--- src/hdl/tqm_sqrt_cell.sv ---
// one restoring square root step: two radicand bits in, one root bit out
`default_nettype none
module tqm_sqrt_cell #(
  parameter int unsigned N = 4
) (
  input  logic           clk_i,
  input  logic           en_i,
  input  logic [N-1:0]   rad_i,
  input  logic [N/2:0]   rem_i,
  input  logic [N/2-1:0] root_i,
  output logic [N-1:0]   rad_o,
  output logic [N/2:0]   rem_o,
  output logic [N/2-1:0] root_o
);
  localparam int unsigned RW = N / 2;

  logic [RW+2:0] cur, trial, diff;
  logic          ge;
  logic [N-1:0]  rad_d, rad_q;
  logic [RW:0]   rem_d, rem_q;
  logic [RW-1:0] root_d, root_q;

  always_comb begin
    cur    = {rem_i, rad_i[N-1 -: 2]};
    trial  = {1'b0, root_i, 2'b01};
    ge     = (cur >= trial);
    diff   = cur - trial;
    rem_d  = ge ? diff[RW:0] : cur[RW:0];
    root_d = {root_i[RW-2:0], ge};
    rad_d  = rad_i << 2;
  end

  always_ff @(posedge clk_i) begin
    if (en_i) begin
      rad_q  <= rad_d;
      rem_q  <= rem_d;
      root_q <= root_d;
    end
  end

  assign rad_o  = rad_q;
  assign rem_o  = rem_q;
  assign root_o = root_q;
endmodule
`default_nettype wire

--- config.mk ---
export PLATFORM = sky130hd
export DESIGN_NAME = tqm_sqrt_cell
export DESIGN_NICKNAME = d
export VERILOG_FILES = /design/src/hdl/tqm_sqrt_cell.sv
export SDC_FILE = /design/constraint.sdc
export NUM_CORES = 1
export LEC_CHECK = 0
export BUFFER_PORTS_ARGS = -buffer_cell sky130_fd_sc_hd__buf_4
export CAP_MARGIN = 20
export CORE_AREA = 2 2 39 41
export DETAILED_ROUTE_END_ITERATION = 8
export DIE_AREA = 0 0 41 43
export GPL_ROUTABILITY_DRIVEN = 1
export PLACE_DENSITY = 0.61
export SYNTH_ARGS = -nofsm -noshare
export SYNTH_HDL_FRONTEND = slang
export SYNTH_SLANG_ARGS = --single-unit
--- constraint.sdc ---
create_clock -name clk_i -period 2.17 [get_ports clk_i]
set_input_delay 0.5425 -clock clk_i [delete_from_list [all_inputs] [get_ports clk_i]]
set_output_delay 0.5425 -clock clk_i [all_outputs]
set_load 0.005 [all_outputs]
# Word level (Yosys, flattened, before mapping)
# Index checks and enable logic that the tools add are counted.
dict set report word_totals {
  ff_bits 7
  output_inout_bits 9
}
dict set report classes {
  n_addsub 1
  magnitude_cmp 1
  mux 1
}
# cell n
set ops {}
lappend ops {{5-bit by 4-bit greater-or-equal comparator with 1-bit output} 1}
lappend ops {{3-bit two-way mux} 1}
lappend ops {{3-bit subtractor} 1}

# Longest topological paths before layout
dict set report depth {
  ltp_word 2
  ltp_mapped 5
  ltp_nobuf 5
}

# Least setup slack after synthesis
# No wires, ideal clock.
dict set report synth_path {
  path_type {input to register}
  startpoint {input root_i[0]}
  endpoint {register rem_q[2], in the netlist rem_o[2] (data pin)}
  setup_ns 0.260
  t_arrival_ns 1.467
  required_ns 1.910
  path_slack_ns 0.443
  path_stages 5
  path_buffers 0
  cell_sequence {inv_1 > ha_1 > nor4_2 > o21ai_2 > mux2_4}
}
dict set report synth_via {
  elab_chain_len 2
}
# element line_no
set synth_rtl {}
lappend synth_rtl {{start, declared} 10} ;# input logic [N/2-1:0] root_i,
lappend synth_rtl {{5-bit by 4-bit greater-or-equal comparator with 1-bit output} 26} ;# ge = (cur >= trial);
lappend synth_rtl {{named net ge} 18} ;# logic ge;
lappend synth_rtl {{3-bit two-way mux} 28} ;# rem_d = ge ? diff[RW:0] : cur[RW:0];
lappend synth_rtl {{named net rem_d[2]} 20} ;# logic [RW:0] rem_d, rem_q;
lappend synth_rtl {{end signal, assigned} 36} ;# rem_q <= rem_d;
lappend synth_rtl {{end, declared} 20}
# The timed path passes the listed nets, and every way through them passes these cells.
# A chain may end at the register's enable or synchronous reset.

# Worst setup path after layout
dict set report layout_path {
  startpoint {input rem_i[0]}
  endpoint {register rem_q[2], in the netlist rem_o[2] (data pin)}
}
dict set report layout_via {
  elab_chain_len 2
}
# element line_no
set layout_rtl {}
lappend layout_rtl {{start, declared} 9} ;# input logic [N/2:0] rem_i,
lappend layout_rtl {{5-bit by 4-bit greater-or-equal comparator with 1-bit output} 26}
lappend layout_rtl {{named net ge} 18}
lappend layout_rtl {{3-bit two-way mux} 28}
lappend layout_rtl {{named net rem_d[2]} 20}
# The timed path passes the listed nets, and every way through them passes these cells.

==> impl_metrics.tcl <==
set metrics [dict create \
    max_cap_violations 0 \
    dp_cells 58 \
    cts_tree "done" \
    final_cell_mix "17 x buf_4, 7 x edfxtp_1, 4 x inv_1, 4 x ha_1, 3 x clkbuf_4" \
    grt_pass1_vias 234 \
    final_common_cell "buf_4" \
    multi_input_area_um2 130 \
    grt_overflow 0 \
    max_freq_ghz 0.619 \
    dieHeight_um 43 \
    grt_pass1_wl_um 945 \
    synth_area_um2 367 \
    synth.avg_cell_area_um2 14.1 \
    synth_area_leaders "edfxtp_1 57%, ha_1 14%, xnor2_1 4.8%, buf_4 4.1%, inv_1 4.1%" \
    areaGrowthSynthToFinish_pct 44.4 \
    p_leak_uw 0.000251 \
    antenna_cells 0 \
    drc 0 \
    power.internal_uw 278 \
    post_cts_resized 0 \
    regArea_um2 210 \
    dr.pass1.iters 2 \
    grt_usage 0.0840 \
    min_from "rad_i[0]" \
    synth_xor_xnor_area_share 0.0478 \
    synth_top_family_by_area "adder cells" \
    numPortBuffers 17 \
    die_w_um 41 \
    fill_cells 132 \
    ctsHtreeMaxLevel 1 \
    start_kind "input pin" \
    cts_inserted_buffers 3 \
    viasPerCell 3.98 \
    clkPwrFrac 0.320 \
    antenna_found_initial 0 \
    fin_crit_sh 0.744 \
    yosysWarningCount 0 \
    crit_arrival_ns 1.61 \
    nets 62 \
    wl_per_cell_um 9.45 \
    worst_slack_ns 0.555 \
    cts_setup_buffers 0 \
    synthMuxAreaShare 0.0683 \
    cts-root-buf "clkbuf_4" \
    min_to "rad_o[2]" \
    seq_power_share 0.486 \
    worstPathRequired_ns 2.16 \
    min_path_type "in -> reg" \
    grt_max_degree 8 \
    maxSlewViolCount 0 \
    postCtsHoldBufs 0 \
    max-vdd-ir-drop_mv 0.231 \
    yosysTopAreaCellShare 0.573 \
    hold_depth 1 \
    core-area_um2 1380 \
    fin_setup_tns_ns 0 \
    worst-setup-path-type "in -> reg" \
    clock_sinks 7 \
    postRouteAntennaNets 0 \
    synthAdderAreaFrac 0.137 \
    fin_cells 62 \
    ios 20 \
    routabilityCongestion 0.601 \
    netSwitchingPower_uw 70.7 \
    synth-seq-cells 7 \
    final_util 0.382 \
    netlist_instances 26 \
    die_area_um2 1760 \
    status "complete, no violations" \
    synth.distinct_cells 12 \
    setup_violations 0 \
    sw_frac_of_total 0.203 \
    powerDensity_nw_per_um2 659 \
    synth-compound-area-share 0.0375 \
    dp_hpwl_um 516 \
    vias 247 \
    place_worst_setup_slack_ns 0.284 \
    pwr-share-comb 0.194 \
    layout_min_cycle_time_ns 1.62 \
    floorplan.initialDensity 0.265 \
    row_count 14 \
    cts_buffer_depth 2 \
    finalHoldViolCount 0 \
    critPathCaptureType "register" \
    drt_iter0_drc 3 \
    rsz0062_at_grt "false" \
    yosys.area_share.simple 0.0444 \
    seq_area_frac_synth 0.573 \
    layout-drive-gt1-share 0.500 \
    synth_top_cell_by_area "edfxtp_1" \
    finalWirelength_um 586 \
    cp_max_fo 4 \
    clkTransAtPathRegs_ns 0.05 \
]
==> cell usage after synthesis <==
master,n
edfxtp_1,7
ha_1,4
inv_1,4
buf_4,2
xnor2_1,2
conb_1,1
mux2_4,1
mux2i_1,1
nor2_1,1
nor4_2,1
o21ai_0,1
o21ai_2,1
==> final cells by class <==
| cell class | count | share of cell area |
|---|---|---|
| inverter | 4 | 0.0284 |
| tap | 16 | 0.0378 |
| sequential | 7 | 0.397 |
| timing repair buffer | 17 | 0.241 |
| clock buffer | 4 | 0.0496 |
| multi-input combinational | 14 | 0.246 |
==> flip-flops by register name (all words and copies together) (netlist names) <==
| signal | count |
|---|---|
| rad_o | 2 |
| root_o | 2 |
| rem_o | 3 |
==> cell families after synthesis <==
kind of cell | after synthesis
flops | 7
buf+inv | 6
fa+ha+maj | 4
compound gates | 2
xor+xnor | 2
mux | 2
simple gates | 2
other cells | 1
==> worst max path at each step <==
stage / start / endpoint / cells past startpoint
after floorplan: root_i[0] / rem_o[2] / 5
after global placement: root_i[0] / rem_o[2] / 6
after detailed placement: rem_i[0] / rem_o[2] / 5
after CTS: rem_i[0] / rem_o[2] / 5
after global routing: rem_i[0] / rem_o[2] / 5
final: rem_i[0] / rem_o[2] / 5
==> critical path: stages <==
cell	delay [ns]
buf_4	0.11
ha_1	0.20
nor4_2	0.30
o21ai_2	0.14
mux2_4	0.30
==> power groups by stage <==
stage,Combinational (µW),Sequential (µW),Clock [µW]
global placement,69.1,172,0
floorplan,28.5,174,0
CTS,68.9,170,118
finish,67.6,170,112
detailed placement,68.7,172,0
global route,77.1,171,126
==> routing by layer <==
layer | vias to the layer above | global-route usage | share of wire
met5 | - | 0 | 0
met4 | 0 | 0.0800 | 0
met3 | 0 | 0.0314 | 0.12
met2 | 18 | 0.116 | 0.44
met1 | 103 | 0.0924 | 0.45
li1 | 126 | - | -
==> stage by stage <==
| step | hold WS, ns | area (µm²) | power [µW] |
|---|---|---|---|
| 6_report | 0.475 | 529 | 349 |
| 5_1_grt | 0.460 | 529 | 374 |
| 4_1_cts | 0.463 | 529 | 357 |
| 3_5_place_dp | 0.724 | 503 | 241 |
| 3_3_place_gp | 0.725 | 503 | 241 |
| 2_1_floorplan | 0.641 | 370 | 203 |
No activity file was read; power rests on OpenSTA's default activity.
