==> config.mk <==
export PLATFORM = sky130hd
export DESIGN_NAME = tqm_mul_cell
export DESIGN_NICKNAME = d
export VERILOG_FILES = /design/src/hdl/tqm_pkg.sv /design/src/hdl/tqm_mul_cell.sv
export SDC_FILE = /design/constraint.sdc
export NUM_CORES = 1
export LEC_CHECK = 0
export BUFFER_PORTS_ARGS = -buffer_cell sky130_fd_sc_hd__buf_2
export CAP_MARGIN = 40
export CORE_MARGIN = 4
export CORE_UTILIZATION = 61
export CTS_CLUSTER_DIAMETER = 50
export DETAILED_ROUTE_END_ITERATION = 8
export GPL_TIMING_DRIVEN = 0
export MAX_ROUTING_LAYER = met4
export PLACE_DENSITY = 0.92
export SYNTH_ARGS = -nofsm -noshare
export SYNTH_HDL_FRONTEND = slang
export SYNTH_SLANG_ARGS = --single-unit
==> constraint.sdc <==
create_clock -name clk_i -period 15.7 [get_ports clk_i]
set_input_delay 0.785 -clock clk_i [delete_from_list [all_inputs] [get_ports clk_i]]
set_output_delay 0.785 -clock clk_i [all_outputs]
set_load 0.005 [all_outputs]
==> src/hdl/tqm_pkg.sv <==
// shared constants for the triangle quality metrics block
`default_nettype none
package tqm_pkg;

  // configuration register indexes
  localparam int unsigned CFG_IDX_W = 1;
  localparam int unsigned CFG_DATA_W = 32;
  localparam logic [CFG_IDX_W-1:0] REG_DIMENSION_MODE = 1'b0;
  localparam logic [CFG_IDX_W-1:0] REG_AREA_THRESHOLD = 1'b1;

  // dimension mode codes
  localparam int unsigned DIM_W = 2;
  localparam logic [DIM_W-1:0] DIM_2D = 2'd2;
  localparam logic [DIM_W-1:0] DIM_3D = 2'd3;

  // result and quotient width
  localparam int unsigned OUT_W = 32;
  localparam int unsigned QUO_W = 32;

  // multiplier digit width
  localparam int unsigned MUL_CHUNK = 16;

  // cross product components at or above this bit are prescaled
  localparam int unsigned CROSS_LIM = 62;
  localparam int unsigned CROSS_SHIFT = 4;

  // gamma numerator scale: q16 fraction times two for the doubled area
  localparam int unsigned SHAPE_SHIFT = 17;

endpackage
`default_nettype wire

==> src/hdl/tqm_mul_cell.sv <==
// one multiplier step: operand times one digit of the other, accumulated
`default_nettype none
module tqm_mul_cell #(
  parameter int unsigned AW  = 16,
  parameter int unsigned BPW = 16,
  parameter int unsigned PW  = 32,
  parameter int unsigned IDX = 0
) (
  input  logic           clk_i,
  input  logic           en_i,
  input  logic [AW-1:0]  a_i,
  input  logic [BPW-1:0] b_i,
  input  logic [PW-1:0]  acc_i,
  output logic [AW-1:0]  a_o,
  output logic [BPW-1:0] b_o,
  output logic [PW-1:0]  acc_o
);
  localparam int unsigned CH = tqm_pkg::MUL_CHUNK;

  logic [CH-1:0]    digit;
  logic [AW+CH-1:0] pp;
  logic [PW-1:0]    acc_d, acc_q;
  logic [AW-1:0]    a_q;
  logic [BPW-1:0]   b_q;

  always_comb begin
    digit = b_i[IDX*CH +: CH];
    pp    = (AW+CH)'(a_i) * (AW+CH)'(digit);
    acc_d = acc_i + (PW'(pp) << (IDX*CH));
  end

  always_ff @(posedge clk_i) begin
    if (en_i) begin
      a_q   <= a_i;
      b_q   <= b_i;
      acc_q <= acc_d;
    end
  end

  assign a_o   = a_q;
  assign b_o   = b_q;
  assign acc_o = acc_q;
endmodule
`default_nettype wire

======== After elaboration in Yosys (flattened, before gate mapping) ========
Cells that the tools add are included.
storage, ports and cells
  register bits ........................... 64
  output and inout port bits .............. 64
  logic and storage cells ................. 5
  bits of input ports ..................... 66
operators by class
  multiply operators ...................... 1
  add/sub/neg operators ................... 1
operators by type and width
  kind                                            number
  32-bit adder                                    1
  16-bit by 16-bit multiplier with 32-bit output  1

======== Depth between registers and ports, before layout ========
Gate-level depths: netlist of run 1.
  depth in word-level cells ............... 2
  gate-level depth with buffers ........... 23
  gate-level depth less buffers ........... 21

======== Least setup slack after synthesis of run 1 ========
Ideal clock, no wire load.
  path type ............................... in2reg
  from .................................... input b_i[1]
  to ...................................... register acc_q[28] (netlist: acc_o[28]) (data pin)
  buffers on the path ..................... 1
  required time ........................... 15.440 ns
  setup slack ............................. 9.749 ns
  library setup time ...................... 0.260 ns
  arrival ................................. 5.691 ns
  stages .................................. 19
  path through ............................ clkbuf_1 nand2_1 fa_1 fa_1 inv_1 fa_1 inv_1 fa_1 fa_1 fa_1 inv_1 ha_1 and3_1 and4_1 o21a_2 o31ai_4 o21ai_2 a21oi_2 xnor2_1
on the way
  word-level cells in the longest chain between the ends .. 2
RTL lines
  element                                         RTL line            RTL
  from (decl)                                     tqm_mul_cell.sv:12  input logic [BPW-1:0] b_i,
  16-bit by 16-bit multiplier with 32-bit output  tqm_mul_cell.sv:28  pp = (AW+CH)'(a_i) * (AW+CH)'(digit);
  32-bit adder                                    tqm_mul_cell.sv:29  acc_d = acc_i + (PW'(pp) << (IDX*CH));
  via acc_d[28]                                   tqm_mul_cell.sv:22  logic [PW-1:0] acc_d, acc_q;
  to (signal assigned)                            tqm_mul_cell.sv:36  acc_q <= acc_d;
  to (decl)                                       tqm_mul_cell.sv:22
The timed path passes the listed nets, and every way through them passes these cells.
A chain may end at the register's enable or synchronous reset.

======== Final worst setup path of run 1 ========
  from .................................... input a_i[7]
  to ...................................... register acc_q[28] (netlist: acc_o[28]) (data pin)
on the way
  word-level cells in the longest chain between the ends .. 2
RTL lines
  element                                         RTL line            RTL
  from (decl)                                     tqm_mul_cell.sv:11  input logic [AW-1:0] a_i,
  16-bit by 16-bit multiplier with 32-bit output  tqm_mul_cell.sv:28
  32-bit adder                                    tqm_mul_cell.sv:29
  via acc_d[28]                                   tqm_mul_cell.sv:22
The timed path passes the listed nets, and every way through them passes these cells.

==> results.ini, run 1 <==
[synth]
synth_warnings=0
ys_seq_area_frac=0.167
synth_edf_count=64
synth_cell_types=55
yosys_register_bits=64
synth_nets=1578
postSynthAreaPerCell_sq_um=9.70
synthCells=1188
synthArstFlopShare=0
synth_top_area_cell=fa_1
yosysTopAreaCellShare=0.391
ys.flop_type=edfxtp_1
synth_area_leaders=fa_1 (39%), edfxtp_1 (17%), ha_1 (11%)
netlist_area_sq_um=11500

[global_routing]
grt_first_pass_wirelength_um=46900
grt_pass1_vias=9340
antenna_found_initial=0
grt_max_degree=43
grt-ovfl-total=0
grt_usage=0.289

[critical_path]
cp-start-kind=primary input
cp-end-kind=flop
cp.required_ps=15790
crit_type=in -> reg
cp_max_fo=10
arrival_ps=6720

[finish]
nets=1719
layout_commonest_cell=inv_1
area_delta_synth_final_pct=10.9
n_antenna_cell=0
layout-drive-gt1-share=0.125
final_cell_area_sq_um=12800
layout_common_cells=inv_1 (327), fa_1 (225), nand2_1 (154)

[sta]
rsz0062_at_grt=no
fin_crit_ps=6620
drv_slew=0
relSlewSlack=0.534
clock.fmax_mhz=151
setup_violations=0
final_hold_viol_count=0
worst_pin_slew_ps=699
tns_ps=0
finalCritPeriodShare=0.422

[cts]
clkTransAtPathRegs_ps=60
clockBufferDepth=2
tritoncts=yes
cts.sinks=64
root_buffer=clkbuf_16
cts_buffers=9
cts_resized=0
cts_setup_buffers=0
htree_levels=3
ctsHoldBuffers=0

[placed_design]
placed_area_sq_um=12500
dpl.hpwl_um=23700
place_congestion=0.972
io_buffers=129

[outcome]
outcome=complete, no violations

[hold_path]
hp-class=in -> reg

[floorplanning]
core_area_sq_um=18300
die_h_um=145
pin_count=130
dieArea_sq_um=21100
rows=49
initial_core_util=0.630
die_w_um=145

[routing]
firstDrtPassIters=5
vias=8576
wl_per_cell_um=18.0
wl_um=28200
drc=0
drtIter0Drc=659
postRouteAntennaNets=0
via_per_inst=5.49

[flow_run]
max-cap-violations=0

==> flip-flops by register name (all words and copies together) (netlist names) <==
signal  count
acc_o      32
a_o        16
b_o        16
==> cells by family (layout without fill, tap and decap cells) <==
logic type / count (synthesis) / in the layout / synth area share
compound gates: 84 / 84 / 0.0524
simple gates: 324 / 324 / 0.140
xor+xnor: 30 / 30 / 0.0228
fa+ha+maj: 324 / 324 / 0.499
flops: 64 / 64 / 0.167
buf+inv: 362 / 508 / 0.119
==> per-layer routing <==
layer  part of all wire  global-route usage  up-vias
met5                  0                   -        -
met4              0.034               0.107        0
met3              0.077              0.0505       77
met2               0.51               0.484      400
met1               0.38               0.355     4287
li1                   -                   -     3812
==> through the flow <==
step | utilization | instances | hold WS [ps] | setup WS [ps]
6_report | 0.699 | 1563 | 724 | 9080
5_1_grt | 0.699 | 1563 | 727 | 8870
4_1_cts | 0.699 | 1563 | 723 | 9140
3_5_place_dp | 0.683 | 1547 | 1080 | 8790
3_3_place_gp | 0.681 | 1546 | 1080 | 8830
2_1_floorplan | - | 1188 | 884 | 9750
==> final timing paths <==
check | from | endpoint | depth (start not counted)
setup / recovery | a_i[7] | acc_o[28] | 22
hold / removal | a_i[10] | a_o[10] | 1
==> critical path: stages <==
cell      delay [ps]
buf_2            210
clkbuf_1         510
nand2_1          190
fa_1             570
inv_1             50
fa_1             490
inv_1             70
fa_1             540
inv_1             70
fa_1             470
fa_1             510
inv_1             60
fa_1             480
inv_1             40
ha_1             370
and2_1           260
and4_1           210
o21a_2           170
o31ai_4          320
o21ai_2          100
a21oi_2          160
xnor2_1           80
==> synth_stat cells (all sizes together), types with 11 or more instances <==
library cell    n
o21ai          16
nand3          11
and2          121
a21oi          31
inv           327
fa            225
ha             99
edfxtp         64
xnor2          24
clkbuf         32
nor2           13
nand2         155
==> cell type report <==
cell class	count	area, sq um
timing repair buffer	130	666
clock inverter	7	77.6
buffer	35	146
fill	1369	5500
sequential	64	1920
tap	229	287
clock buffer	9	225
multi-input combinational	762	8220
inverter	327	1230
Power of run 1 is left out: the tool's default activity adds up to more than one toggle a clock period on the data nets, which glitch-free logic cannot reach.
==> run 2, diff against run 1 <==
==> constraint.sdc (replaced) <==
create_clock -name clk_i -period 6.3 [get_ports clk_i]
set_input_delay 0.315 -clock clk_i [delete_from_list [all_inputs] [get_ports clk_i]]
set_output_delay 0.315 -clock clk_i [all_outputs]
set_load 0.005 [all_outputs]
==> run 2 against run 1 <==
Flip-flop and latch count unchanged. Final cell count barely moved. Critical path type unchanged. Hold slack got worse by 470 ps. Clock-buffer cell count is the same. Global-route usage is the same.
==> results.ini, run 2 (synthesis gave the netlist of run 1 again) <==
[cts]
htree_levels=3  ; unchanged
cts.sinks=64  ; unchanged
cts_buffers=9  ; unchanged
tritoncts=yes
root_buffer=clkbuf_16
clkTransAtPathRegs_ps=60  ; about the same
clockBufferDepth=2  ; unchanged

[critical_path]
cp-start-kind=primary input
critPathLaunch=a_i[12]
crit_type=in -> reg
cp_slowest_stage_delay_ps=560  ; about the same
crit_end=acc_o[31]
crit_chain=buf_2, clkbuf_1, nand2_1, fa_1, fa_1, fa_1, inv_1, fa_1, fa_1, inv_1, fa_1, inv_1, ha_1, and2_1, o2111ai_2, o21ai_4, a21oi_2, o31ai_2, xnor2_1
arrival_ps=6220  ; -500 ps
cp_common_cell=fa_1
cp-end-kind=flop
cp.required_ps=6400  ; -9390 ps
worst_path_max_delay_cell=fa_1
cp_max_fo=10  ; unchanged

[global_routing]
grt_pass1_vias=9340  ; unchanged
grt_max_degree=43  ; unchanged
grt_first_pass_wirelength_um=46900  ; unchanged
antenna_found_initial=0  ; unchanged
grt_usage=0.289  ; unchanged
grt-ovfl-total=0  ; unchanged

[routing]
vias=8660  ; +0.98%
wl_per_cell_um=18.0  ; about the same
wl_um=28200  ; about the same
drtIter0Drc=695  ; +5.5%
drc=0  ; unchanged
via_per_inst=5.54  ; +1.0%
firstDrtPassIters=5  ; unchanged
postRouteAntennaNets=0  ; unchanged

[placed_design]
dpl.hpwl_um=23700  ; unchanged
io_buffers=129  ; unchanged
place_congestion=0.972  ; unchanged
placed_area_sq_um=12500  ; unchanged

[finish]
n_antenna_cell=0  ; unchanged
fill_cells=1369  ; unchanged
layout_common_cells=inv_1 (327), fa_1 (225), nand2_1 (154)
largest_register_ffs=32  ; unchanged
area_delta_synth_final_pct=10.9  ; about the same
nets=1718  ; -0.058%
layout_commonest_cell=inv_1
utilization=0.699  ; about the same
layout-drive-gt1-share=0.127  ; +0.00159
final_cell_area_sq_um=12800  ; about the same

[sta]
hold_slack_ps=253  ; -471 ps
relSlewSlack=0.557  ; +0.0223
worst_pin_slew_ps=665  ; -33.4 ps
rsz0062_at_grt=no
drv_slew=0  ; unchanged
finalCritPeriodShare=0.971
clock.fmax_mhz=163
setup_violations=0  ; unchanged
fin_crit_ps=6120
final_hold_viol_count=0  ; unchanged

[floorplanning]
initial_core_util=0.630  ; unchanged
dieArea_sq_um=21100  ; unchanged
die_w_um=145  ; unchanged
core_area_sq_um=18300  ; unchanged
die_h_um=145  ; unchanged
rows=49  ; unchanged
pin_count=130  ; unchanged

[flow_run]
max-cap-violations=0  ; unchanged

[hold_path]
hp-class=in -> reg

[outcome]
outcome=complete, no violations

[run 2: cell types whose count changed in the layout (fill, tap and decap cells not counted)]
cell      previous run  this run
clkbuf_1            32        29
clkbuf_2             0         2
[run 2: timing repair]
action / in CTS / in global routing
hold buffers: 0 / 0
gates resized for setup: 0 / 4
setup endpoints to repair: 0 / 2
setup buffers: 0 / 0
[run 2: worst min path at each step]
stage                 start       to  slack (ps)  cells after the start
finish              a_i[10]  a_o[10]         250                      1
global route        b_i[15]  b_o[15]         260                      1
CTS                 a_i[10]  a_o[10]         250                      1
detailed placement  b_i[15]  b_o[15]         610                      1
global placement     b_i[1]   b_o[1]         610                      1
floorplan            a_i[0]   a_o[0]         410                      0
[run 2: routing by layer]
| metal | global-route usage | wire [um] | up-vias |
|---|---|---|---|
| li1 | - | - | 3806 |
| met1 | 0.355 | 10500 | 4329 |
| met2 | 0.484 | 14500 | 434 |
| met3 | 0.0505 | 2200 | 91 |
| met4 | 0.107 | 1050 | 0 |
| met5 | - | 0 | - |
[run 2: final cells by class]
cell class | count | area (sq um) | area share
multi-input combinational | 762 | 8220 | 0.644
sequential | 64 | 1920 | 0.150
clock buffer | 9 | 225 | 0.0176
timing repair buffer | 130 | 666 | 0.0521
inverter | 327 | 1230 | 0.0961
clock inverter | 7 | 77.6 | 0.00607
tap | 229 | 287 | 0.0224
buffer | 34 | 145 | 0.0114
[run 2: critical path: cells and delay by family]
family	cells	cell delay [ps]
buffers and inverters	5	830
xor gates and xnor gates	1	120
adders and majority gates	7	3530
AOI/OAI and AO/OA	4	990
and+or+nand+nor	2	440
[run 2: metrics by stage]
step	instances	worst slack (ps)	setup TNS [ps]
after detailed placement	1547	-137	-321
after floorplan	1188	819	0
after CTS	1563	214	0
after global placement	1546	-98.5	-130
final	1562	180	0
after global routing	1562	18.3	0
Power of run 2 is left out for the same reason.
