--- src/hdl/tqm_pkg.sv ---
// shared constants for the triangle quality metrics block
`default_nettype none
package tqm_pkg;

  // configuration register indexes
  localparam int unsigned CFG_IDX_W = 1;
  localparam int unsigned CFG_DATA_W = 32;
  localparam logic [CFG_IDX_W-1:0] REG_DIMENSION_MODE = 1'b0;
  localparam logic [CFG_IDX_W-1:0] REG_AREA_THRESHOLD = 1'b1;

  // dimension mode codes
  localparam int unsigned DIM_W = 2;
  localparam logic [DIM_W-1:0] DIM_2D = 2'd2;
  localparam logic [DIM_W-1:0] DIM_3D = 2'd3;

  // result and quotient width
  localparam int unsigned OUT_W = 32;
  localparam int unsigned QUO_W = 32;

  // multiplier digit width
  localparam int unsigned MUL_CHUNK = 16;

  // cross product components at or above this bit are prescaled
  localparam int unsigned CROSS_LIM = 62;
  localparam int unsigned CROSS_SHIFT = 4;

  // gamma numerator scale: q16 fraction times two for the doubled area
  localparam int unsigned SHAPE_SHIFT = 17;

endpackage
`default_nettype wire

--- src/hdl/tqm_div_cell.sv ---
// one restoring division step producing one quotient bit
`default_nettype none
module tqm_div_cell #(
  parameter int unsigned DW = 8
) (
  input  logic                       clk_i,
  input  logic                       en_i,
  input  logic [DW-1:0]              d_i,
  input  logic [DW-1:0]              r_i,
  input  logic [tqm_pkg::QUO_W-1:0]  nlow_i,
  input  logic [tqm_pkg::QUO_W-1:0]  q_i,
  output logic [DW-1:0]              d_o,
  output logic [DW-1:0]              r_o,
  output logic [tqm_pkg::QUO_W-1:0]  nlow_o,
  output logic [tqm_pkg::QUO_W-1:0]  q_o
);
  localparam int unsigned QW = tqm_pkg::QUO_W;

  logic [DW:0]   cur, diff;
  logic          ge;
  logic [DW-1:0] r_d, r_q, d_q;
  logic [QW-1:0] q_d, q_q, nlow_d, nlow_q;

  always_comb begin
    cur    = {r_i, nlow_i[QW-1]};
    ge     = (cur >= {1'b0, d_i});
    diff   = cur - {1'b0, d_i};
    r_d    = ge ? diff[DW-1:0] : cur[DW-1:0];
    q_d    = {q_i[QW-2:0], ge};
    nlow_d = nlow_i << 1;
  end

  always_ff @(posedge clk_i) begin
    if (en_i) begin
      d_q    <= d_i;
      r_q    <= r_d;
      q_q    <= q_d;
      nlow_q <= nlow_d;
    end
  end

  assign d_o    = d_q;
  assign r_o    = r_q;
  assign nlow_o = nlow_q;
  assign q_o    = q_q;
endmodule
`default_nettype wire

--- config.mk ---
export PLATFORM = sky130hd
export DESIGN_NAME = tqm_div_cell
export DESIGN_NICKNAME = d
export VERILOG_FILES = /design/src/hdl/tqm_pkg.sv /design/src/hdl/tqm_div_cell.sv
export SDC_FILE = /design/constraint.sdc
export NUM_CORES = 1
export LEC_CHECK = 0
export BUFFER_PORTS_ARGS = -buffer_cell sky130_fd_sc_hd__buf_4
export CORE_ASPECT_RATIO = 1.2
export CORE_MARGIN = 8
export CORE_UTILIZATION = 30
export CTS_CLUSTER_DIAMETER = 100
export CTS_CLUSTER_SIZE = 16
export DETAILED_ROUTE_END_ITERATION = 6
export PLACE_DENSITY = 0.65
export SLEW_MARGIN = 20
export SYNTH_ARGS = -nofsm -noshare
export SYNTH_HDL_FRONTEND = slang
export SYNTH_SLANG_ARGS = --single-unit
--- constraint.sdc ---
create_clock -name clk_i -period 3.3 [get_ports clk_i]
set_clock_uncertainty 0.1 [all_clocks]
set_input_delay 0.99 -clock clk_i [delete_from_list [all_inputs] [get_ports clk_i]]
set_output_delay 0.99 -clock clk_i [all_outputs]
set_load 0.02 [all_outputs]
## Yosys cells after proc, flatten, opt, wreduce, memory -nomap -nowiden

Cells that the tools add are included.

- Output and inout bits: 80
- Input port bits: 82
- Bits in registers: 79

- Add/sub/neg operators: 1
- Magnitude comparators: 1
- Multiplexer cells: 1

Operator list:

| cell | number |
|---|---|
| 9-bit by 8-bit >= comparator with 1-bit output | 1 |
| 8-bit two-way mux | 1 |
| 8-bit subtractor | 1 |

## Longest topological paths before layout

Gate-level depths: netlist of run 1.

- Word-level depth: 2
- Mapped depth: 9
- Gate-level depth less buffers: 8

## Least setup slack after synthesis of run 1

Ideal clock, no wire load.

- Kind: in2reg
- Start: input d_i[6]
- End: register r_q[2], in the netlist r_o[2] (data pin)
- Path slack: 414 ps
- Arrival: 2526 ps
- Stages: 7
- Data required time: 2940 ps
- Library setup time: 260 ps
- Path buffers: 1
- Path through: inv_1 > ha_1 > a21o_1 > a2111oi_2 > o21a_1 > buf_6 > mux2_4

- Cells in the longest elaborated chain, start to end: 2

Ends and longest elaborated chain:

| item | RTL line | source |
|---|---|---|
| start: declaration | tqm_div_cell.sv:8 | `input logic [DW-1:0] d_i,` |
| 9-bit by 8-bit >= comparator with 1-bit output | tqm_div_cell.sv:26 | `ge = (cur >= {1'b0, d_i});` |
| 8-bit two-way mux | tqm_div_cell.sv:28 | `r_d = ge ? diff[DW-1:0] : cur[DW-1:0];` |
| via r_d[2] | tqm_div_cell.sv:21 | `logic [DW-1:0] r_d, r_q, d_q;` |
| end signal: assignment | tqm_div_cell.sv:36 | `r_q <= r_d;` |
| end: declaration | tqm_div_cell.sv:21 |  |

The timed path passes the listed nets, and every way through them passes these cells.
A chain may end at the register's enable or synchronous reset.

## Worst setup path in the final report of run 1

- Start: input d_i[6]
- End: register r_q[5], in the netlist r_o[5] (data pin)

Same word-level chain as after synthesis.

==> flow_summary_export.csv, run 1 <==
group,metric,value,unit
run_status,status,"completed",
critical_path,critical_path_class,"input port to register",
final_layout,antenna_cells,0,
sta,setup_tns,0,ns
hold_path,min_to,"nlow_o[28]",
power,power_density,557,nW/µm²
critical_path,worst_path_max_delay_cell,"ha_1",
synth,synthMuxAreaShare,3.77,%
clock_tree,postCtsSetupBuffers,0,
synth,synth_fa_ha_area_share,4.11,%
power,ir_worst_vdd,0.204,mV
clock_tree,clk_pin_slew,0.06,ns
synth,yosysWarnings,0,
critical_path,crit_path_start_kind,"input port",
global_route,grt_overflow,0,
clock_tree,h-tree-depth,3,
placement,place_area,4300,µm²
synth,synth_nets,238,
critical_path,critPathCaptureType,"register",
global_route,grt_pass1_wl,10.9,mm
critical_path,crit_fanout,9,
synth,syn_inst,147,
sta,setup_viol,0,
route,vias,1918,
sta,timing.fmax,363,MHz
placement,place_ws,0.194,ns
final_layout,final_cell_mix,"buf_4, edfxtp_1, inv_1, clkbuf_16, ha_1",
synth,synth_top_family_by_area,"compound AO/OA/AOI/OAI gates",
synth,yosysUniqueCellTypes,31,
power,total_power,2.54,mW
sta,finalHoldViolations,0,
clock_tree,ctsRootBufferMaster,"clkbuf_16",
synth,synth_seq_cells,79,
critical_path,worstPathCellList,"buf_4, inv_1, ha_1, a21o_1, a2111oi_2, o21a_1, buf_12, mux2_4",
placement,dp_hpwl,6.01,mm
final_layout,postLayoutCellArea,4550,µm²
power,p_leak,1.96,nW
final_layout,final_common_cell,"buf_4",
final_layout,nets,409,
global_route,antenna_found_initial,0,
die,fp.coreArea,9520,µm²
final_layout,fillCellCount,825,
route,dr.pass1.iters,4,
die,die_height,124,µm
sta,rsz0062_at_grt,"no",
critical_path,slowest_delay,0.36,ns
global_route,groute.usage.overall,11.1,%
synth,seq_area_frac_synth,81.2,%
clock_tree,clockBufferDepth,2,
clock_tree,cts_tree,"built",
clock_tree,cts_hold_buffers,0,
synth,syn_area,2920,µm²
route,vias_per_cell,4.31,
die,rows,39,
die,die_area,13200,µm²
clock_tree,cts_buffers,9,
sta,fin_crit,2.75,ns
hold_path,holdPathStages,1,
clock_tree,clock_sinks,79,
route,totalWireLength,7.47,mm
job,cap_violations,0,
sta,holdWs,0.739,ns
placement,io_buffers,159,
route,post_drt_wl_per_cell,16.8,µm
route,drtIter0Drc,84,
placement,finalWeightedCongestion,0.799,
die,io_pins,162,
sta,final.setup.worst_slack,0.545,ns
synth,synth-compound-area-share,4.75,%
global_route,grt_max_degree,43,
die,initial_core_util,30.7,%
final_layout,drive_gt1_share,57.1,%
critical_path,critPathArrivalTime,2.72,ns
route,drc,0,
sta,fin_crit_sh,83.5,%
sta,slew_violations,0,
route,ant_nets,0,
hold_path,hold_class,"input port to register",
clock_tree,ctsResizeCount,0,
hold_path,hold_start,"nlow_i[27]",
synth,avgSynthCellArea,19.9,µm²
global_route,first_global_vias,2044,
synth,synthSimpleGateAreaFrac,2.61,%
critical_path,worstPathRequired,3.27,ns
synth,synthXorXnorAreaFrac,0.899,%
final_layout,area_delta_synth_final,55.7,%
die,dieWidth,106,µm
-- report_power, final --
group,leakage (nW),switching (mW),internal (mW)
Sequential,0.773,0.0233,1.21
Combinational,1.06,0.234,0.226
Clock,0.121,0.346,0.501
Total,1.96,0.604,1.93
-- registers in the layout, indices dropped and copies added, names as in the netlist --
name and flops:
q_o 32, d_o 8, nlow_o 31, r_o 8
-- cell families (layout without fill, tap and decap cells) --
logic type               after synthesis  in the layout
AND/OR/NAND/NOR                       15             15
XOR/XNOR                               3              3
other                                  1              1
multiplexers                           8              8
adder cells (fa/ha/maj)                9              9
AO/OA/AOI/OAI                         17             17
flip-flops                            79             79
buffers and inverters                 15            190
-- cell type report --
type / count / area (µm²) / share of cell area (%)
inverter: 12 / 45.0 / 0.990
sequential: 79 / 2370 / 52.1
multi-input combinational: 53 / 475 / 10.4
tap: 123 / 154 / 3.38
timing repair buffer: 163 / 1250 / 27.4
clock inverter: 4 / 23.8 / 0.522
clock buffer: 11 / 233 / 5.11
-- routing by layer --
| layer | share of wire, % | global-route usage [%] | vias up |
|---|---|---|---|
| met5 | 0 | 0 | - |
| met4 | 3.1 | 6.96 | 0 |
| met3 | 10 | 5.23 | 18 |
| met2 | 52 | 19.3 | 109 |
| met1 | 35 | 10.4 | 887 |
| li1 | - | - | 904 |
-- worst max-delay path: cells and delay by family --
family          cells  cell delay (ns)
compound gates      3             0.81
fa+ha+maj           1             0.36
buf+inv             3             0.26
mux                 1             0.29
-- synth_stat cells, drive strengths merged --
cell      n  area share (%)
edfxtp   79              81
inv      12             1.5
ha        8             3.4
mux2      6             3.1
nor2      4            0.51
a21o      3            0.81
buf       3             1.0
nor3      3            0.51
xnor2     3            0.90
a211oi    2            0.68
a21oi     2            0.34
mux2i     2            0.68
nand2b    2            0.43
nand3     2            0.34
o21a      2            0.51
o21ai     2            0.34
a2111oi   1            0.51
a211o     1            0.30
a311o     1            0.34
a31oi     1            0.21
conb      1            0.13
fa        1            0.68
nand2     1            0.13
nor2b     1            0.21
nor3b     1            0.26
nor4      1            0.21
o311a     1            0.39
o31a      1            0.30
-- worst max path at each step --
stage / from / endpoint / slack, ns / cells past startpoint
detailed placement: d_i[6] / r_o[3] / 0.19 / 8
floorplan: d_i[6] / r_o[2] / 0.41 / 7
global route: d_i[6] / r_o[6] / 0.48 / 8
global placement: d_i[6] / r_o[3] / 0.21 / 8
finish: d_i[6] / r_o[5] / 0.55 / 8
CTS: d_i[6] / r_o[3] / 0.54 / 8
-- per-stage QoR --
step / cells / util (%)
2_1_floorplan: 147 / -
3_3_place_gp: 430 / 45.1
3_5_place_dp: 430 / 45.1
4_1_cts: 445 / 47.8
5_1_grt: 445 / 47.8
6_report: 445 / 47.8
(Power assumes the default switching activity.)
==> run 2, diff against run 1 <==
Settings changed: ABC_AREA set to 1, PLACE_DENSITY 0.65 to 0.64.
Clock period 3.3 ns to 2.87 ns, I/O delays scaled along.
==> flow_summary_export.csv, run 2 <==
group,metric,value,unit
synth,avgSynthCellArea,16.0,µm²
critical_path,critPathCaptureType,"register",
die,dieWidth,108,µm
die,initial_core_util,30.5,%
job,cap_violations,0,
route,drc,0,
critical_path,critPathArrivalTime,2.14,ns
final_layout,ff_latch_area,2370,µm²
critical_path,crit_fanout,9,
synth,yosysMostFrequentCell,"edfxtp_1",
critical_path,slowest_delay,0.34,ns
route,totalWireLength,7.65,mm
critical_path,path_buf_inv,2,
final_layout,final_common_cell,"buf_4",
final_layout,antenna_cells,0,
clock_tree,ctsRootBufferMaster,"clkbuf_16",
die,fp.coreArea,9960,µm²
final_layout,nets,453,
global_route,groute.usage.overall,11.3,%
die,die_area,13600,µm²
synth,async_flop_share,0,%
synth,yosysWarnings,0,
critical_path,path_depth,10,
synth,synthTopCellsByCount,"edfxtp_1, nand2_1, inv_1",
sta,finalHoldViolations,0,
die,rows,40,
die,die_height,126,µm
power,ir_worst_vdd,0.236,mV
sta,slew_violations,0,
synth,synth_nets,281,
synth,yosysTopAreaCellShare,78.2,%
route,vias_per_cell,4.19,
synth,synth_seq_cells,79,
final_layout,largest_register_ffs,32,
final_layout,final_cell_mix,"buf_4, edfxtp_1, nand2_1, inv_1, nand2_2",
critical_path,endpoint,"r_o[7]",
placement,place_ws,0.348,ns
sta,setup_tns,0,ns
die,io_pins,162,
global_route,use_met2,20.2,%
power,switching_power,0.722,mW
clock_tree,cts_tree,"built",
critical_path,cp-startpoint,"d_i[2]",
clock_tree,clk_pin_slew,0.06,ns
power,p_sw_share,24.7,%
power,combPwrFrac,18.4,%
route,vias,2064,
sta,rsz0062_at_grt,"no",
synth,syn_inst,190,
synth,seq_area_frac_synth,78.2,%
synth,synthTopCellsByArea,"edfxtp_1, nand2_1, ha_1",
critical_path,critPathTopFamily,"simple AND/OR/NAND/NOR gates",
final_layout,drive_gt1_share,54.2,%
clock_tree,clock_sinks,79,
synth,synth_area_leader_cell,"edfxtp_1",
power,p_leak,2.09,nW
sta,fin_crit,2.16,ns
placement,finalWeightedCongestion,0.817,
global_route,first_global_vias,2294,
critical_path,critical_path_class,"input port to register",
sta,timing.fmax,462,MHz
placement,io_buffers,159,
route,ant_nets,0,
power,p_int,2.20,mW
critical_path,worstPathCellList,"buf_4, inv_1, ha_1, or2_4, nand3_4, nand2_4, nand2_4, nand2_8, nand2_2, nand2_2",
clock_tree,postCtsSetupBuffers,0,
route,dr.pass1.iters,4,
clock_tree,clockBufferDepth,2,
power,clkPwrFrac,33.4,%
clock_tree,ctsResizeCount,0,
clock_tree,h-tree-depth,3,
sta,final.setup.worst_slack,0.705,ns
clock_tree,cts_hold_buffers,0,
synth,syn_area,3040,µm²
global_route,grt_pass1_wl,11.8,mm
run_status,status,"completed",
global_route,grt-busiest-layer,"met2",
critical_path,worst_path_max_delay_cell,"ha_1",
sta,fin_crit_sh,75.4,%
global_route,antenna_found_initial,0,
hold_path,hold_class,"input port to register",
sta,setup_viol,0,
final_layout,multi_input_area,566,µm²
global_route,met3_usage,4.90,%
synth,synthFlopType,"edfxtp_1",
critical_path,crit_path_start_kind,"input port",
global_route,grt_overflow,0,
route,drtIter0Drc,54,
route,post_drt_wl_per_cell,15.5,µm
synth,synth-edff-count,79,
final_layout,fillCellCount,897,
power,power_density,626,nW/µm²
placement,dp_hpwl,6.17,mm
power,seq_power_share,48.3,%
global_route,use_met1,11.5,%
critical_path,worstPathRequired,2.85,ns
synth,yosysUniqueCellTypes,21,
final_layout,area_delta_synth_final,53.9,%
clock_tree,cts_buffers,9,
global_route,grt_max_degree,43,
==> run 2: changes by cell type in the layout (fill, tap and decap cells not counted), moves of 3 or more <==
| cell | change |
|---|---|
| nor2_4 | +3 |
| inv_1 | +11 |
| nand3_1 | +12 |
| mux2_4 | -6 |
| nand2_2 | +16 |
| nand2_1 | +26 |
| nor3_1 | -3 |
==> run 2: routing by layer <==
layer | vias to the layer above | routed length, µm
met5 | - | 0
met4 | 0 | 78
met3 | 5 | 767
met2 | 90 | 4050
met1 | 964 | 2760
li1 | 1005 | -
==> run 2: power groups by stage <==
stage,Clock (mW),Sequential [mW],Combinational (mW)
global route,1.06,1.42,0.580
CTS,1.01,1.42,0.549
global placement,0,1.43,0.540
detailed placement,0,1.44,0.548
finish,0.976,1.41,0.537
floorplan,0,1.57,0.124
==> run 2: cell type report <==
| class | instances | share of cell area [%] |
|---|---|---|
| flip-flops and latches | 79 | 50.8 |
| repair buffers | 162 | 26.3 |
| multi-input cells | 86 | 12.1 |
| clock buffers | 11 | 4.98 |
| well taps | 126 | 3.37 |
| inverters | 24 | 1.93 |
| clock inverters | 5 | 0.536 |
==> run 2: how the worst min path moves through the flow <==
stage	startpoint	end	slack, ns	cells after the start
CTS	nlow_i[12]	nlow_o[13]	0.60	1
global route	nlow_i[7]	nlow_o[8]	0.59	1
global placement	nlow_i[27]	nlow_o[28]	0.94	1
detailed placement	nlow_i[12]	nlow_o[13]	0.94	1
floorplan	d_i[0]	d_o[0]	0.86	0
finish	q_i[4]	q_o[5]	0.61	1
==> run 2: cells by family (layout without fill, tap and decap cells) <==
family	count (synthesis)	after routing	synth area share [%]
other cells	1	1	0.124
xor+xnor	3	3	0.866
compound gates	2	2	0.330
buf+inv	25	202	3.22
fa+ha+maj	9	9	3.96
simple gates	71	71	13.4
flops	79	79	78.2
==> run 2: per-stage QoR <==
step / hold WS (ns) / power, mW / util (%) / instance area [µm²] / instances
finish: 0.611 / 2.93 / 46.9 / 4670 / 493
global route: 0.592 / 3.06 / 46.9 / 4670 / 493
CTS: 0.596 / 2.97 / 46.9 / 4670 / 493
detailed placement: 0.940 / 1.99 / 44.3 / 4410 / 477
global placement: 0.939 / 1.97 / 44.3 / 4410 / 477
floorplan: 0.860 / 1.69 / - / 3040 / 190
==> run 3, diff against run 2 <==
Clock period 2.87 ns to 2 ns, I/O delays scaled along.
==> flow_summary_export.csv, run 3 (synthesized netlist as in run 2, its figures left out) <==
group,metric,value,unit
run_status,status,"completed",
global_route,grt_max_degree,37,
placement,io_buffers,159,
final_layout,final_cell_mix,"buf_4, edfxtp_1, nand2_1, inv_1, nand2_2",
power,total_power,4.41,mW
critical_path,critical_path_class,"input port to register",
sta,slew_violations,0,
die,fp.coreArea,9960,µm²
critical_path,critPathCaptureType,"register",
hold_path,hold_class,"input port to register",
route,drc,0,
die,dieWidth,108,µm
power,p_sw_share,24.6,%
final_layout,fin_cells,508,
clock_tree,postCtsSetupBuffers,0,
clock_tree,clockBufferDepth,2,
sta,fin_crit,1.85,ns
power,ir_worst_vdd,0.322,mV
clock_tree,cts_buffers,9,
clock_tree,ctsResizeCount,0,
route,drtIter0Drc,86,
critical_path,crit_path_start_kind,"input port",
power,clkPwrFrac,35.5,%
sta,final.setup.worst_slack,0.154,ns
job,cap_violations,0,
global_route,groute.usage.overall,11.7,%
clock_tree,cts_tree,"built",
sta,finalHoldViolations,0,
sta,timing.fmax,542,MHz
die,io_pins,162,
sta,fin_crit_sh,92.3,%
final_layout,antenna_cells,0,
route,ant_nets,0,
global_route,first_global_vias,2278,
placement,dp_hpwl,6.43,mm
die,die_height,126,µm
power,switching_power,1.08,mW
clock_tree,ctsRootBufferMaster,"clkbuf_16",
power,seq_power_share,46.0,%
route,totalWireLength,8.00,mm
power,combPwrFrac,18.5,%
placement,place_ws,-0.195,ns
route,vias_per_cell,4.20,
critical_path,worstPathRequired,1.99,ns
die,die_area,13600,µm²
global_route,grt_pass1_wl,12.0,mm
placement,placedCellCount,492,
power,p_leak,2.17,nW
global_route,antenna_found_initial,0,
final_layout,final_common_cell,"buf_4",
power,p_int,3.32,mW
power,power_density,909,nW/µm²
placement,finalWeightedCongestion,0.724,
die,rows,40,
final_layout,drive_gt1_share,56.5,%
clock_tree,cts_hold_buffers,0,
sta,rsz0062_at_grt,"no",
clock_tree,clk_pin_slew,0.06,ns
clock_tree,h-tree-depth,3,
die,initial_core_util,30.5,%
route,dr.pass1.iters,4,
route,post_drt_wl_per_cell,15.8,µm
final_layout,nets,468,
final_layout,largest_register_ffs,32,
critical_path,critPathArrivalTime,1.83,ns
sta,setup_tns,0,ns
clock_tree,clock_sinks,79,
global_route,grt_overflow,0,
sta,setup_viol,0,
final_layout,area_delta_synth_final,59.8,%
route,vias,2132,
critical_path,crit_fanout,8,
run 3: cell types whose count changed in the layout (fill, tap and decap cells not counted), sizes merged:
cell	delta
clkinv	+1
buf	+15
bufinv	+1
clkbuf	-2
run 3: final timing paths:
kind | startpoint | endpoint | slack (ns) | depth (start not counted)
max | d_i[3] | r_o[2] | 0.15 | 11
min | nlow_i[5] | nlow_o[6] | 0.34 | 1
run 3: routing by layer:
metal	global-route usage, %	vias to the layer above	share of wire, %
met2	20.6	90	53
met4	5.89	0	2.0
met3	4.13	12	8.9
li1	-	1037	-
met1	11.9	993	36
met5	0	-	0
run 3: worst max-delay path, cell delays in order:
cell and delay, ns:
buf_4 0.08, inv_1 0.04, ha_1 0.37, nand2_1 0.12
nor2_4 0.10, nand2_2 0.07, nor2_4 0.10, nor2_4 0.06
buf_12 0.13, nand3_1 0.09, nand2_2 0.05
run 3: per-stage QoR:
step,utilization [%],hold slack (ns),cell area [µm²]
floorplan,-,0.599,3040
CTS,48.7,0.330,4850
finish,48.7,0.344,4850
global route,48.7,0.326,4850
detailed placement,45.8,0.679,4560
global placement,45.8,0.678,4560
run 3: cell type report:
class,count,area [µm²]
multi-input combinational,86,574
clock buffer,9,225
tap,126,158
fill,884,5110
sequential,79,2370
clock inverter,7,63.8
timing repair buffer,177,1370
inverter,24,90.1
run 3: power groups by stage:
stage                     registers (mW)  clock network (mW)  logic, mW
after floorplan                     2.25                   0      0.180
after global placement              2.06                   0      0.818
after detailed placement            2.06                   0      0.832
after CTS                           2.03                1.61      0.833
after global routing                2.04                1.68      0.879
final                               2.03                1.57      0.816
